<file path="config.mk">
export PLATFORM = sky130hd
export DESIGN_NAME = double_ended_queue_top
export DESIGN_NICKNAME = d
export VERILOG_FILES = /design/src/hw/rtl/deq_pkg.sv /design/src/hw/rtl/deq_ram.sv /design/src/hw/rtl/deq_ctrl.sv /design/src/hw/rtl/double_ended_queue_top.sv
export VERILOG_INCLUDE_DIRS = /design/src /design/src/hw/rtl
export SDC_FILE = /design/constraint.sdc
export NUM_CORES = 1
export LEC_CHECK = 0
export CORE_MARGIN = 1
export CORE_UTILIZATION = 68
export DETAILED_ROUTE_END_ITERATION = 6
export DONT_BUFFER_PORTS = 1
export PLACE_DENSITY = 0.92
export SYNTH_ARGS = -nofsm -noshare
export SYNTH_HDL_FRONTEND = slang
export SYNTH_SLANG_ARGS = --single-unit
</file>
<file path="constraint.sdc">
create_clock -name clk -period 6.15 [get_ports clk]
set_clock_uncertainty 0.05 [all_clocks]
set_input_delay 1.23 -clock clk [delete_from_list [all_inputs] [get_ports clk]]
set_output_delay 1.23 -clock clk [all_outputs]
set_load 0.03 [all_outputs]
</file>
<file path="src/hw/rtl/double_ended_queue_top_assert.svh">
// Assertion macros for the double-ended queue top level.
// Expects clk and arst_n in the scope of each use; no other dependencies.
`ifndef DOUBLE_ENDED_QUEUE_TOP_ASSERT_SVH
`define DOUBLE_ENDED_QUEUE_TOP_ASSERT_SVH

`ifndef SYNTH

// Consequent must hold in the same cycle as the antecedent.
`define DEQ_ASSERT_NOW(lbl, ante, cons) \
	lbl: assert property (@(posedge clk) disable iff (!arst_n) (ante) |-> (cons)) \
		else $error("deque check failed");

// Consequent must hold in the cycle after the antecedent.
`define DEQ_ASSERT_NEXT(lbl, ante, cons) \
	lbl: assert property (@(posedge clk) disable iff (!arst_n) (ante) |=> (cons)) \
		else $error("deque check failed");

`else

`define DEQ_ASSERT_NOW(lbl, ante, cons)
`define DEQ_ASSERT_NEXT(lbl, ante, cons)

`endif

`endif

</file>
<file path="src/hw/rtl/deq_pkg.sv">
// Shared types and constants for the double-ended queue.
// No dependencies; used by deq_ctrl and double_ended_queue_top.
`default_nettype none

package deq_pkg;

	localparam int DEPTH_DEF = 16;
	localparam int WORD_W    = 32;
	localparam int KIND_W    = 3;
	localparam int STATUS_W  = 2;

	typedef enum logic [KIND_W-1:0] {
		KIND_PUSH_FRONT = 3'd0,
		KIND_PUSH_BACK  = 3'd1,
		KIND_POP_FRONT  = 3'd2,
		KIND_POP_BACK   = 3'd3,
		KIND_DUMP       = 3'd4
	} kind_t;

	typedef enum logic [STATUS_W-1:0] {
		ST_OK    = 2'd0,
		ST_EMPTY = 2'd1,
		ST_FULL  = 2'd2
	} status_t;

	typedef enum logic {
		S_IDLE = 1'b0,
		S_DUMP = 1'b1
	} state_t;

	// Result descriptor waiting for the RAM read data
	typedef struct packed {
		status_t status;
		logic    use_data;
		logic    last;
	} s1_t;

endpackage

`default_nettype wire

</file>
<file path="src/hw/rtl/deq_ram.sv">
// Generic single-clock RAM: one write port, one read port, registered read.
// No dependencies.
`default_nettype none

module deq_ram #(
	parameter int WIDTH = 32,
	parameter int DEPTH = 16
) (
	input  wire logic                     clk,
	input  wire logic                     we,
	input  wire logic [$clog2(DEPTH)-1:0] waddr,
	input  wire logic [WIDTH-1:0]         wdata,
	input  wire logic                     re,
	input  wire logic [$clog2(DEPTH)-1:0] raddr,
	output logic      [WIDTH-1:0]         rdata
);

	logic [WIDTH-1:0] mem_q [DEPTH];

	always_ff @(posedge clk) begin
		if (we) begin
			mem_q[waddr] <= wdata;
		end
		if (re) begin
			rdata <= mem_q[raddr];
		end
	end

endmodule

`default_nettype wire

</file>
<file path="src/hw/rtl/deq_ctrl.sv">
// Queue controller: front pointer, fill count, dump sequencer and the entry RAM.
// Depends on deq_pkg and deq_ram.
`default_nettype none

module deq_ctrl #(
	parameter int DEPTH = deq_pkg::DEPTH_DEF
) (
	input  wire logic                       clk,
	input  wire logic                       arst_n,
	input  wire logic                       in_valid,
	output logic                            in_ready,
	input  wire logic [deq_pkg::KIND_W-1:0] kind,
	input  wire logic [deq_pkg::WORD_W-1:0] value,
	input  wire logic                       adv,
	output logic                            s1_valid,
	output deq_pkg::s1_t                    s1_info,
	output logic      [deq_pkg::WORD_W-1:0] rdata
);
	import deq_pkg::*;

	localparam int PTR_W = $clog2(DEPTH);
	localparam int CNT_W = $clog2(DEPTH + 1);
	localparam int SUM_W = PTR_W + 1;

	state_t             state_q, state_d;
	logic [PTR_W-1:0]   front_q, front_d;
	logic [CNT_W-1:0]   count_q, count_d;
	logic [PTR_W-1:0]   dump_idx_q, dump_idx_d;
	logic               s1_valid_q, s1_valid_d;
	s1_t                s1_q, s1_d;

	logic               go, dump_go, full, empty;
	logic [PTR_W-1:0]   front_dec, front_inc, back_slot, tail_slot, dump_slot;
	logic               dump_last;
	logic               ram_we, ram_re;
	logic [PTR_W-1:0]   ram_waddr, ram_raddr;

	function automatic logic [PTR_W-1:0] wrap_slot(input logic [PTR_W-1:0] base,
			input logic [SUM_W-1:0] off);
		logic [SUM_W-1:0] sum;
		sum = SUM_W'(base) + off;
		if (sum >= SUM_W'(DEPTH)) begin
			sum = sum - SUM_W'(DEPTH);
		end
		return sum[PTR_W-1:0];
	endfunction

	assign in_ready = (state_q == S_IDLE) && (!s1_valid_q || adv);
	assign go       = in_valid && in_ready;
	assign dump_go  = (state_q == S_DUMP) && (!s1_valid_q || adv);

	assign full  = (count_q == CNT_W'(DEPTH));
	assign empty = (count_q == '0);

	assign front_dec = (front_q == '0) ? PTR_W'(DEPTH - 1) : front_q - 1'b1;
	assign front_inc = (front_q == PTR_W'(DEPTH - 1)) ? '0 : front_q + 1'b1;
	assign back_slot = wrap_slot(front_q, SUM_W'(count_q));
	assign tail_slot = wrap_slot(front_q, SUM_W'(count_q) - SUM_W'(1));
	assign dump_slot = wrap_slot(front_q, SUM_W'(dump_idx_q));
	assign dump_last = (SUM_W'(dump_idx_q) + SUM_W'(1)) == SUM_W'(count_q);

	always_comb begin
		state_d    = state_q;
		front_d    = front_q;
		count_d    = count_q;
		dump_idx_d = dump_idx_q;
		s1_valid_d = s1_valid_q && !adv;
		s1_d       = s1_q;
		ram_we     = 1'b0;
		ram_waddr  = back_slot;
		ram_re     = 1'b0;
		ram_raddr  = front_q;

		if (go) begin
			s1_valid_d     = 1'b1;
			s1_d.status    = ST_OK;
			s1_d.use_data  = 1'b0;
			s1_d.last      = 1'b1;
			case (kind_t'(kind))
				KIND_PUSH_FRONT, KIND_PUSH_BACK: begin
					if (full) begin
						s1_d.status = ST_FULL;
					end else begin
						ram_we  = 1'b1;
						count_d = count_q + 1'b1;
						if (kind_t'(kind) == KIND_PUSH_FRONT) begin
							ram_waddr = front_dec;
							front_d   = front_dec;
						end
					end
				end
				KIND_POP_FRONT, KIND_POP_BACK: begin
					if (empty) begin
						s1_d.status = ST_EMPTY;
					end else begin
						ram_re        = 1'b1;
						s1_d.use_data = 1'b1;
						count_d       = count_q - 1'b1;
						if (kind_t'(kind) == KIND_POP_FRONT) begin
							front_d = front_inc;
						end else begin
							ram_raddr = tail_slot;
						end
					end
				end
				KIND_DUMP: begin
					if (empty) begin
						s1_d.status = ST_EMPTY;
					end else begin
						// issue the front entry now, walk the rest afterwards
						ram_re        = 1'b1;
						s1_d.use_data = 1'b1;
						s1_d.last     = (count_q == CNT_W'(1));
						if (count_q != CNT_W'(1)) begin
							state_d    = S_DUMP;
							dump_idx_d = PTR_W'(1);
						end
					end
				end
				default: begin
					s1_valid_d = 1'b0;
				end
			endcase
		end else if (dump_go) begin
			ram_re        = 1'b1;
			ram_raddr     = dump_slot;
			s1_valid_d    = 1'b1;
			s1_d.status   = ST_OK;
			s1_d.use_data = 1'b1;
			s1_d.last     = dump_last;
			dump_idx_d    = dump_idx_q + 1'b1;
			if (dump_last) begin
				state_d = S_IDLE;
			end
		end
	end

	always_ff @(posedge clk or negedge arst_n) begin
		if (!arst_n) begin
			state_q    <= S_IDLE;
			front_q    <= '0;
			count_q    <= '0;
			dump_idx_q <= '0;
			s1_valid_q <= 1'b0;
		end else begin
			state_q    <= state_d;
			front_q    <= front_d;
			count_q    <= count_d;
			dump_idx_q <= dump_idx_d;
			s1_valid_q <= s1_valid_d;
		end
	end

	always_ff @(posedge clk) begin
		s1_q <= s1_d;
	end

	deq_ram #(
		.WIDTH(WORD_W),
		.DEPTH(DEPTH)
	) u_ram (
		.clk  (clk),
		.we   (ram_we),
		.waddr(ram_waddr),
		.wdata(value),
		.re   (ram_re),
		.raddr(ram_raddr),
		.rdata(rdata)
	);

	assign s1_valid = s1_valid_q;
	assign s1_info  = s1_q;

endmodule

`default_nettype wire

</file>
<file path="src/hw/rtl/double_ended_queue_top.sv">
// Top level of the bounded double-ended queue: stream ports and result register.
// Depends on deq_pkg, deq_ctrl (with deq_ram) and double_ended_queue_top_assert.svh.
//
// Channel   Direction  Payload (lowest bit first)
// s_axis    in         tdata: value[31:0]; tuser: kind[2:0]
// m_axis    out        tdata: value_res[31:0]; tuser: status[1:0]; tlast: last
//
// Back-to-back pushes and pops are taken every cycle while no dump runs and m_axis
// is not stalled. A result passes through the RAM read stage, then the output register.
// A dump holds s_axis_tready low until its last entry has been read, since each
// entry needs its own read on the single RAM port.
// Reset clears pointers and count at once; the entry RAM itself is never cleared.
// A stalled m_axis holds the output register and, behind it, the read stage.
`default_nettype none
`include "double_ended_queue_top_assert.svh"

module double_ended_queue_top #(
	parameter int DEPTH = deq_pkg::DEPTH_DEF
) (
	input  wire logic                         clk,
	input  wire logic                         arst_n,
	input  wire logic                         s_axis_tvalid,
	output logic                              s_axis_tready,
	input  wire logic [deq_pkg::WORD_W-1:0]   s_axis_tdata,   // value
	input  wire logic [deq_pkg::KIND_W-1:0]   s_axis_tuser,   // kind
	output logic                              m_axis_tvalid,
	input  wire logic                         m_axis_tready,
	output logic      [deq_pkg::WORD_W-1:0]   m_axis_tdata,   // value_res
	output logic      [deq_pkg::STATUS_W-1:0] m_axis_tuser,   // status
	output logic                              m_axis_tlast
);
	import deq_pkg::*;

	logic               s1_valid;
	s1_t                s1_info;
	logic [WORD_W-1:0]  rdata;
	logic               adv;
	logic               pop_taken;

	logic               out_valid_q;
	logic [WORD_W-1:0]  out_data_q;
	status_t            out_status_q;
	logic               out_last_q;

	// Advance the read stage whenever the output register is free or being emptied
	assign adv = !out_valid_q || m_axis_tready;

	deq_ctrl #(
		.DEPTH(DEPTH)
	) u_ctrl (
		.clk     (clk),
		.arst_n  (arst_n),
		.in_valid(s_axis_tvalid),
		.in_ready(s_axis_tready),
		.kind    (s_axis_tuser),
		.value   (s_axis_tdata),
		.adv     (adv),
		.s1_valid(s1_valid),
		.s1_info (s1_info),
		.rdata   (rdata)
	);

	// Output register: valid flag under reset, payload loaded only on advance
	always_ff @(posedge clk or negedge arst_n) begin
		if (!arst_n) begin
			out_valid_q <= 1'b0;
		end else if (adv) begin
			out_valid_q <= s1_valid;
		end
	end

	always_ff @(posedge clk) begin
		if (adv && s1_valid) begin
			// drop the RAM word for status-only results
			out_data_q   <= s1_info.use_data ? rdata : '0;
			out_status_q <= s1_info.status;
			out_last_q   <= s1_info.last;
		end
	end

	assign m_axis_tvalid = out_valid_q;
	assign m_axis_tdata  = out_data_q;
	assign m_axis_tuser  = out_status_q;
	assign m_axis_tlast  = out_last_q;

	// Pop transaction taken on s_axis
	assign pop_taken = s_axis_tvalid && s_axis_tready &&
		(s_axis_tuser == KIND_POP_FRONT || s_axis_tuser == KIND_POP_BACK);

	// Status-only results (empty or full) always close their item
	`DEQ_ASSERT_NOW(a_status_only_last, s1_valid && s1_info.status != ST_OK, s1_info.last)
	// Input stays held while a dump still has entries to emit
	`DEQ_ASSERT_NOW(a_dump_blocks_input, s1_valid && !s1_info.last, !s_axis_tready)
	// A dump keeps the read stage filled until its final entry
	`DEQ_ASSERT_NEXT(a_dump_continues, s1_valid && !s1_info.last && adv, s1_valid)
	// Every accepted pop reaches the read stage in the next cycle
	`DEQ_ASSERT_NEXT(a_pop_result, pop_taken, s1_valid)

endmodule

`default_nettype wire

</file>
# == Word level (Yosys, flattened, before mapping) ==
# Memories as Yosys holds them, arrays and structs flattened. A register that Yosys moved wholly into a read port is not among the register bits.
# Cells that the tools add are included.
# W data, S select, Z words.
# word_totals
ff_bits,55
ramBits,512
in_bits,39
mem_count,1
# classes
add_sub_neg,12
magnitude_cmp,3
eq_ne,16
n_mux,53
bitwise,1
n_reduce_logical,24
# mem_list
memory,depth,word_bits,read_ports,rd_ports_with_merged_regs,write_ports,line_no,source
u_ctrl.u_ram.mem_q,16,32,1,1,1,deq_ram.sv:18,logic [WIDTH-1:0] mem_q [DEPTH];
# ops
operator,n
$mux W4,25
$mux W1,20
$sub A4 B1 Y4 const B,4
$ge A5 B5 Y1 const B,3
$ne A2 B2 Y1 const B,6
$add A4 B5 Y5,2
$mux W5,2
$pmux W5 S2,1
$add A4 B1 Y4 const B,2
$pmux W4 S2,1
$reduce_and A4 Y1,2
$eq A3 B2 Y1 const B,2
$reduce_and A6 Y1,1
$reduce_bool A2 Y1,3
$add A4 B1 Y5 const B,1
$add A4 B4 Y5,1
$add A5 B1 Y5 const B,1
$eq A5 B1 Y1 const B,1
$eq A5 B5 Y1,1
$eq A5 B5 Y1 const B,1
$logic_and A1 B1 Y1,5
$logic_not A5 Y1,1
$ne A5 B1 Y1 const B,1
$reduce_and A5 Y1,1
16 further kinds,21

# == Depth between registers and ports, before layout ==
# Gate-level depths: netlist of the first run.
# logic_depth
depth_word,8
mapped_depth,13

# == Cells and area by module ==
# A second synthesis of the first run with hierarchy kept.
# hier_totals
cells_unflattened,1097
area_unflattened_um2,23243.5
# modules_own_cells
mod,instances,cells_each,area_each_um2
deq_ram,1,838,20155.6
deq_ctrl,1,185,1737.9
double_ended_queue_top,1,74,1350.0

# == Least setup slack after synthesis of the first run ==
# OpenSTA, ideal clock, no wires.
# synth_timing
kind,input to register
start,input port m_axis_tready
end,"register u_ctrl.u_ram.rdata[0], read port of u_ctrl.u_ram.mem_q (enable)"
setup_time_ns,0.470
t_arrival_ns,4.836
required_time_ns,5.630
setup_slack_ns,0.794
path_stages,4
path_buffers,0
cell_sequence,nand3b_1 -> nor2b_1 -> nand2_1 -> o31ai_1
# synth_via
elab_chain_len,5
elab_cells_between_ends,9
classes_between,mux (4); reduce/logical (5)
# synth_rtl
item,line_no,source
"start, declared",double_ended_queue_top.sv:27,"input wire logic m_axis_tready,"
$logic_or A1 B1 Y1,double_ended_queue_top.sv:46,assign adv = !out_valid_q || m_axis_tready;
$logic_or A1 B1 Y1,deq_ctrl.sv:48,assign in_ready = (state_q == S_IDLE) && (!s1_valid_q || adv);
$logic_and A1 B1 Y1,deq_ctrl.sv:48,
named net s_axis_tready,double_ended_queue_top.sv:23,"output logic s_axis_tready,"
$logic_and A1 B1 Y1,deq_ctrl.sv:49,assign go = in_valid && in_ready;
$mux W1,deq_ctrl.sv:74,if (go) begin
named net u_ctrl.ram_re,deq_ctrl.sv:35,"logic ram_we, ram_re;"
"end, declared",deq_ram.sv:15,output logic [WIDTH-1:0] rdata
# The timed path passes the listed nets, and every way through them passes these cells.
# A chain may end at the register's enable or synchronous reset.

# == Worst setup path after layout of the first run ==
# layout_timing
start,register u_ctrl.count_q[1]
end,"register u_ctrl.u_ram.rdata[3], read port of u_ctrl.u_ram.mem_q (data pin)"
# layout_via
elab_chain_len,8
elab_cells_between_ends,13
classes_between,add/sub (3); order compare (1); mux (8); reduce/logical (1)
# layout_rtl
item,line_no,source
"start, declared",deq_ctrl.sv:27,"logic [CNT_W-1:0] count_q, count_d;"
"start signal, assigned",deq_ctrl.sv:148,count_q <= count_d;
$sub A5 B1 Y5,deq_ctrl.sv:58,"assign tail_slot = wrap_slot(front_q, SUM_W'(count_q) - SUM_W'(1));"
$add A4 B5 Y5,deq_ctrl.sv:41,sum = SUM_W'(base) + off;
$sub A4 B1 Y4 or $ge A5 B5 Y1 (tied branches),"deq_ctrl.sv:43, deq_ctrl.sv:42",
$mux W4,deq_ctrl.sv:42,if (sum >= SUM_W'(DEPTH)) begin
$mux W4,deq_ctrl.sv:99,if (kind_t'(kind) == KIND_POP_FRONT) begin
$mux W4,deq_ctrl.sv:93,if (empty) begin
$mux W4,deq_ctrl.sv:79,case (kind_t'(kind))
$mux W4,deq_ctrl.sv:74,
# Parallel ways exist; a longest one is shown, timed or not.

==> results of run 1 <==
## synth_stat cells (2+ instances only)
| cell type | n | area share, % |
|---|---|---|
| mux2i_1 | 126 | 5.2 |
| o21ai_0 | 20 | 0.41 |
| buf_2 | 32 | 0.66 |
| mux2_2 | 14 | 0.65 |
| nand3_1 | 6 | 0.12 |
| ha_1 | 16 | 0.83 |
| fa_1 | 3 | 0.25 |
| nor2_2 | 2 | 0.052 |
| buf_4 | 11 | 0.34 |
| nor4_2 | 2 | 0.10 |
| nor3b_1 | 2 | 0.062 |
| o221ai_1 | 62 | 2.2 |
| xnor2_1 | 16 | 0.58 |
| nor2_1 | 22 | 0.34 |
| buf_6 | 3 | 0.14 |
| nor3_1 | 4 | 0.083 |
| a31oi_1 | 5 | 0.13 |
| a311o_1 | 32 | 1.3 |
| edfxtp_1 | 583 | 72 |
| inv_2 | 2 | 0.031 |
| a211oi_1 | 6 | 0.19 |
| xor2_1 | 8 | 0.29 |
| clkbuf_1 | 36 | 0.56 |
| and2_1 | 37 | 0.95 |
| nand2_1 | 170 | 2.6 |
| o21ai_1 | 2 | 0.041 |
| a32oi_1 | 2 | 0.072 |
| mux2_1 | 48 | 2.2 |
| a21o_1 | 3 | 0.093 |
| a221oi_2 | 31 | 1.9 |
| o2bb2ai_1 | 31 | 1.1 |
| o31ai_1 | 3 | 0.093 |
| a21oi_1 | 8 | 0.17 |
| and3_1 | 33 | 0.85 |
| inv_1 | 10 | 0.15 |
| nand2b_1 | 6 | 0.15 |
| dfrtp_1 | 16 | 1.7 |
| o21a_1 | 4 | 0.12 |
## power groups by stage
stage                     Combinational, mW  Clock [mW]  Sequential (mW)
after global routing                   7.11        3.44             5.59
after detailed placement               6.55           0             5.63
after global placement                 6.31           0             5.62
after CTS                              6.71        3.29             5.55
final                                  6.80        3.27             5.55
after floorplan                        4.75           0             5.53
## sequential cells by signal (all words and copies together), names as in the netlist
register            flops
u_ctrl.u_ram.mem_q    512
m_axis_tlast            1
u_ctrl.front_q          4
u_ctrl.state_q          1
u_ctrl.count_q          5
m_axis_tvalid           1
u_ctrl.dump_idx_q       4
u_ctrl.u_ram.rdata     32
m_axis_tdata           32
m_axis_tuser            2
u_ctrl.s1_valid         1
u_ctrl.s1_info          4
## per-layer routing
metal / global-route usage, % / vias to the layer above
met5: 0 / -
met4: 16.7 / 0
met3: 4.66 / 168
met2: 50.3 / 885
met1: 40.6 / 6774
li1: - / 5695
## layout make-up
class | count | area [um^2] | area share, %
Inverter | 12 | 45.0 | 0.170
Clock inverter | 29 | 270 | 1.02
Multi-Input combinational cell | 745 | 6070 | 22.9
Sequential cell | 599 | 17900 | 67.6
Tap cell | 455 | 569 | 2.15
Timing Repair Buffer | 22 | 203 | 0.765
Clock buffer | 70 | 1430 | 5.41
## per-stage QoR
step / utilization (%) / power [mW]
2_1_floorplan: - / 10.3
6_report: 76.1 / 15.6
4_1_cts: 76.1 / 15.5
3_3_place_gp: 71.2 / 11.9
5_1_grt: 76.1 / 16.1
3_5_place_dp: 71.2 / 12.2
## layout by cell type (no fill, tap or decap), types with 5 or more instances in the layout
cell,n
and3_1,33
clkinv_1,13
buf_4,19
nand3_1,6
nand2b_1,6
clkbuf_16,55
clkinv_2,6
mux2i_1,126
o2bb2ai_1,31
mux2_2,14
xor2_1,8
edfxtp_1,583
nor2_4,18
a211oi_1,6
mux2_1,48
xnor2_1,16
a31oi_1,5
a221oi_2,31
a21oi_1,8
ha_1,16
nor2_1,6
o221ai_1,62
a311o_1,31
clkbuf_1,15
dfrtp_1,16
nand2_1,170
and2_1,36
o21ai_0,20
inv_1,10
## critical path, stage by stage, from the launching register on
cell and delay [ns]:
dfrtp_1 0.49, inv_1 0.20, ha_1 0.34, fa_1 0.39, xnor2_1 0.21, mux2i_1 0.16
a221oi_4 0.34, buf_4 0.41, nand2_1 0.88, o221ai_1 0.74, o2bb2ai_1 0.23
## final timing paths
kind / startpoint / to / slack (ns) / cells past startpoint
setup / recovery: u_ctrl.count_q[1]$_DFFE_PN0P_ / u_ctrl.u_ram.rdata[3]$_DFFE_PP_ / 1.51 / 10
hold reg to reg: u_ctrl.s1_info[2]$_SDFFCE_PP0P_ / m_axis_tuser[0]$_DFFE_PP_ / 0.38 / 0
max in group asynchronous: arst_n / u_ctrl.front_q[2]$_DFFE_PN0P_ / 5.72 / 0
setup reg to reg: u_ctrl.count_q[1]$_DFFE_PN0P_ / u_ctrl.u_ram.rdata[3]$_DFFE_PP_ / 1.51 / 10
min in group clk: u_ctrl.s1_info[2]$_SDFFCE_PP0P_ / m_axis_tuser[0]$_DFFE_PP_ / 0.38 / 0
hold / removal: arst_n / u_ctrl.dump_idx_q[1]$_DFFE_PN0P_ / 0.25 / 0
## logic make-up after synthesis
logic type	Yosys count	synth area share [%]
DFF	599	73.9
xor gates and xnor gates	25	0.934
muxes	189	8.18
buffers and inverters	95	1.90
and+or+nand+nor	295	5.78
adders and majority gates	19	1.07
AOI/OAI and AO/OA	217	8.27
==> impl_metrics.csv, run 1 <==
group,metric,value,unit
setup_path,cp.required,6.53,ns
setup_path,path_class,"register to register",
timing,grt_setup_unrepaired,"no",
logic_synthesis,syn_area,24200,um^2
cts,cts_setup_buffers,0,
placement,dpl_cell_area,24800,um^2
detailed_routing,drtIter0Drc,1857,
placement,dp_cells,1833,
power_and_ir_drop,comb_power_share,43.5,%
power_and_ir_drop,ir_drop,1.07,mV
power_and_ir_drop,power_switching,6.22,mW
logic_synthesis,synth_edf_count,583,
global_route,antenna_found_initial,1,
detailed_routing,postRouteAntennaNets,0,
die,die_height,191,um
placement,pre_cts_ws,1.20,ns
job,drv_cap,0,
die,rows,68,
cts,post_cts_resized,0,
cts,cts_hold_buf,0,
logic_synthesis,synthFlopType,"edfxtp_1",
detailed_routing,routed_via_density,7.00,
timing,setup_viol,0,
placement,hpwl,30800,um
cts,clkLatencyLatePin,0.62,ns
setup_path,crit_path_end_kind,"register",
cts,cts_made_buffers,55,
power_and_ir_drop,p_sw_share,39.8,%
detailed_routing,drc,0,
cts,cts_tree,"built",
setup_path,crit_path_start_kind,"register",
finish,area_delta_synth_final,9.30,%
setup_path,arrival,5.02,ns
detailed_routing,met2_length,27100,um
logic_synthesis,avgSynthCellArea,16.8,um^2
die,start_util,69.7,%
setup_path,path_max_fanout,26,
timing,finalHoldViolCount,0,
logic_synthesis,yosysSeqAreaShare,73.9,%
timing,worst_slack,1.51,ns
global_route,grt_pass1_wl,82200,um
timing,slew_violations,0,
detailed_routing,via_count,13500,
cts,clk_path_buf_depth,3,
power_and_ir_drop,p_leak,8.90,nW
finish,fillers,1725,
detailed_routing,dr.pass1.iters,5,
placement,gp_congestion,0.859,
logic_synthesis,syn-num-nets,1497,
timing,fin_crit_sh,75.5,%
cts,clock_sink_count,599,
outcome,status,"finished, final reports clean",
power_and_ir_drop,p_seq_share,35.5,%
die,core,34800,um^2
global_route,grt_pass1_vias,13700,
finish,stdcell_count,1932,
finish,drive_gt1_share,11.6,%
finish,fin_area,26500,um^2
detailed_routing,drt_wl_total,54700,um
cts,htreeDepth,2,
timing,max_freq,215,MHz
finish,insertedDiodeCount,0,
power_and_ir_drop,p_per_area,590,nW/um^2
detailed_routing,wl_met3,4830,um
power_and_ir_drop,p_int,9.41,mW
detailed_routing,routedWlPerCell,28.3,um
cts,root_buffer,"clkbuf_16",
timing,maxSlewHeadroom,10.4,%
die,die_w,191,um
global_route,grt_use_total,30.9,%
global_route,grt_start_max_net_pins,125,
timing,tns,0,ns
global_route,grt-ovfl-total,0,
cts,path_clk_slew,0.06,ns
timing,period_minus_slack,4.64,ns
finish,nNetsFinal,1493,
logic_synthesis,syn-instance-count,1439,
power_and_ir_drop,pwr-share-clk,20.9,%
die,io_pins,76,
worst_hold_path,hp-class,"primary input to asynchronous set/reset pin",
detailed_routing,m1WireLength,20000,um
detailed_routing,top_layer,"met4",
logic_synthesis,ys_async_sr_fraction,2.67,%
timing,fin_hold_ws,0.250,ns
logic_synthesis,synthDistinctLibCells,60,
placement,port_buffers,0,
timing,worstMarginPinSlew,1.34,ns
die,die-area,36400,um^2
logic_synthesis,yosysWarningCount,0,
logic_synthesis,ys_ff_latch,599,
No activity file was read; power rests on OpenSTA's default activity.
==> run 2, diff against run 1 <==
Settings changed: CORE_UTILIZATION 68 to 57, PLACE_DENSITY 0.92 to 0.83.
Clock period 6.15 ns to 3.8 ns, I/O delays scaled along.
==> run 2 against run 1 <==
Effect of this change: sequential cell count unchanged; count of clock-buffer cells in the layout increased by 1; register-to-register slack got worse by 1.4 ns; worst setup slack got worse by 1.4 ns; hold slack got worse by 0.082 ns; first-iteration DRC count decreased by 1.1%; highest routed layer unchanged.
==> impl_metrics.csv, run 2 (synthesis results as in run 1) <==
group,metric,value,unit
timing,setup_viol,0,
finish,final_cell_mix,"edfxtp_1 (583), nand2_1 (170), mux2i_1 (126)",
detailed_routing,drc,0,
setup_path,crit_family,"compound AO/OA/AOI/OAI gates",
finish,multi_input_area,6100,um^2
worst_hold_path,hp-class,"primary input to register",
setup_path,crit_path_end_kind,"register",
detailed_routing,via_count,13900,
finish,fillers,2626,
timing,max_freq,270,MHz
setup_path,arrival,3.99,ns
setup_path,path_class,"register to register",
global_route,grt-ovfl-total,0,
cts,path_clk_slew,0.06,ns
timing,grt_setup_unrepaired,"no",
setup_path,crit_buf_inv,4,
power_and_ir_drop,p_leak,9.40,nW
timing,fin_crit_sh,97.3,%
timing,period_minus_slack,3.70,ns
power_and_ir_drop,ir_drop,0.957,mV
die,core,41900,um^2
timing,worstMarginPinSlew,1.10,ns
cts,clk_path_buf_depth,3,
die,die-area,43400,um^2
cts,cts_tree,"built",
setup_path,r2r_cells,12,
setup_path,r2r_end,"u_ctrl.u_ram.rdata[3]$_DFFE_PP_",
placement,pre_cts_ws,-0.00915,ns
power_and_ir_drop,p_per_area,948,nW/um^2
die,start_util,57.8,%
finish,insertedDiodeCount,0,
detailed_routing,postRouteAntennaNets,0,
global_route,grt_pass1_wl,86300,um
setup_path,critPathMostFrequentCell,"buf_12",
power_and_ir_drop,total_power,26.1,mW
setup_path,crit_path_start_kind,"register",
finish,largest_register_ffs,512,
finish,area_delta_synth_final,13.4,%
detailed_routing,routed_via_density,6.63,
cts,cts_made_buffers,56,
global_route,antenna_found_initial,0,
setup_path,path_max_fanout,27,
finish,final_common_cell,"edfxtp_1",
timing,fin_hold_ws,0.168,ns
detailed_routing,drt_wl_total,58100,um
placement,hpwl,32200,um
worst_hold_path,min_to,"u_ctrl.u_ram.mem_q[15][20]$_DFFE_PP_",
die,die_w,208,um
finish,drive_gt1_share,16.5,%
finish,nNetsFinal,1573,
setup_path,cp.required,4.09,ns
worst_hold_path,worstHoldPathCells,0,
outcome,status,"finished, final reports clean",
detailed_routing,drtIter0Drc,1837,
setup_path,critical_path.cell_chain,"inv_1 > ha_1 > nor4b_4 > nor4_2 > buf_4 > a311oi_4 > buf_12 > buf_12 > mux2_2 > a221oi_2 > o221ai_1 > o2bb2ai_1",
cts,root_buffer,"clkbuf_16",
detailed_routing,dr.pass1.iters,6,
placement,gp_congestion,0.851,
placement,dp_cells,1988,
setup_path,timing.rr.start,"u_ctrl.count_q[1]$_DFFE_PN0P_",
setup_path,max_stage_delay,0.37,ns
finish,regArea,17900,um^2
setup_path,cp_slowest_cell,"dfrtp_1",
finish,stdcell_count,2097,
cts,clkLatencyLatePin,0.64,ns
cts,clock_sink_count,599,
global_route,grt_use_total,27.0,%
die,io_pins,76,
die,rows,75,
finish,top_register,"u_ctrl.u_ram.mem_q",
placement,port_buffers,0,
global_route,grt_start_max_net_pins,65,
timing,slew_violations,0,
global_route,grt_pass1_vias,13900,
timing,finalHoldViolCount,0,
detailed_routing,routedWlPerCell,27.7,um
job,drv_cap,0,
die,die_height,208,um
timing,worst_slack,0.101,ns
worst_hold_path,hold_start,"s_axis_tdata[20]",
timing,maxSlewHeadroom,26.4,%
setup_path,r2r_slack,0.10,ns
cts,htreeDepth,2,
-- run 2: cell count changes in the layout (fill, tap and decap cells not counted), moves of 2 or more --
cell | before | now
buf_12 | 3 | 21
inv_16 | 2 | 0
clkinv_1 | 13 | 9
clkinv_2 | 6 | 9
buf_4 | 19 | 75
clkinv_4 | 0 | 2
inv_6 | 1 | 3
-- run 2: what timing repair did --
item	CTS	global route
pin swaps	1	3
hold endpoints to repair	16	0
setup buffers	0	5
hold buffers	1	0
endpoints found under the setup margin	3	25
resized for setup	2	3
cloned	1	1
-- run 2: per-layer routing --
metal,up-vias,global-route usage [%],routed length (um)
met4,0,10.9,2020
li1,5862,-,-
met5,-,0,0
met3,147,5.55,6220
met2,906,43.9,28000
met1,6991,36.0,21800
-- run 2: power by group --
part           internal, mW  total, mW  switching [mW]
clock                  2.99       5.38            2.38
sequential             8.29       8.95           0.659
combinational          4.68       11.7            7.07
total                  16.0       26.1            10.1
-- run 2: how the worst max path moves through the flow --
stage                                         end                          start  slack [ns]  cells past startpoint
2_1_floorplan  u_ctrl.u_ram.mem_q[4][0]$_DFFE_PP_                  m_axis_tready       -0.42                      7
3_3_place_gp     u_ctrl.u_ram.rdata[10]$_DFFE_PP_                  m_axis_tready        0.10                      9
3_5_place_dp      u_ctrl.u_ram.rdata[7]$_DFFE_PP_                  m_axis_tready      -0.009                      9
4_1_cts          u_ctrl.u_ram.rdata[17]$_DFFE_PP_  u_ctrl.count_q[1]$_DFFE_PN0P_        0.04                     13
5_1_grt           u_ctrl.u_ram.rdata[3]$_DFFE_PP_  u_ctrl.count_q[1]$_DFFE_PN0P_      0.0006                     12
6_report          u_ctrl.u_ram.rdata[3]$_DFFE_PP_  u_ctrl.count_q[1]$_DFFE_PN0P_        0.10                     12
-- run 2: cell type report --
| type | instances | area share (%) |
|---|---|---|
| sequential | 599 | 65.1 |
| multi-input combinational | 747 | 22.2 |
| clock buffer | 71 | 5.30 |
| timing repair buffer | 99 | 3.71 |
| tap | 539 | 2.45 |
| clock inverter | 30 | 1.05 |
| inverter | 12 | 0.164 |
-- run 2: stage by stage --
stage / util (%) / cell area, um^2 / setup TNS [ns]
2_1_floorplan: - / 24200 / -200.39
3_3_place_gp: 61.2 / 25700 / 0
3_5_place_dp: 61.2 / 25700 / -0.00915
4_1_cts: 65.4 / 27400 / 0
5_1_grt: 65.5 / 27500 / 0
6_report: 65.5 / 27500 / 0
-- run 2: worst register-to-register path: cells and delay by family, from the launching register on --
kind / cells / cell delay, ns
AOI/OAI and AO/OA: 4 / 1.05
adders and majority gates: 1 / 0.21
buffers and inverters: 4 / 0.84
DFF: 1 / 0.37
muxes: 1 / 0.38
and+or+nand+nor: 2 / 0.49
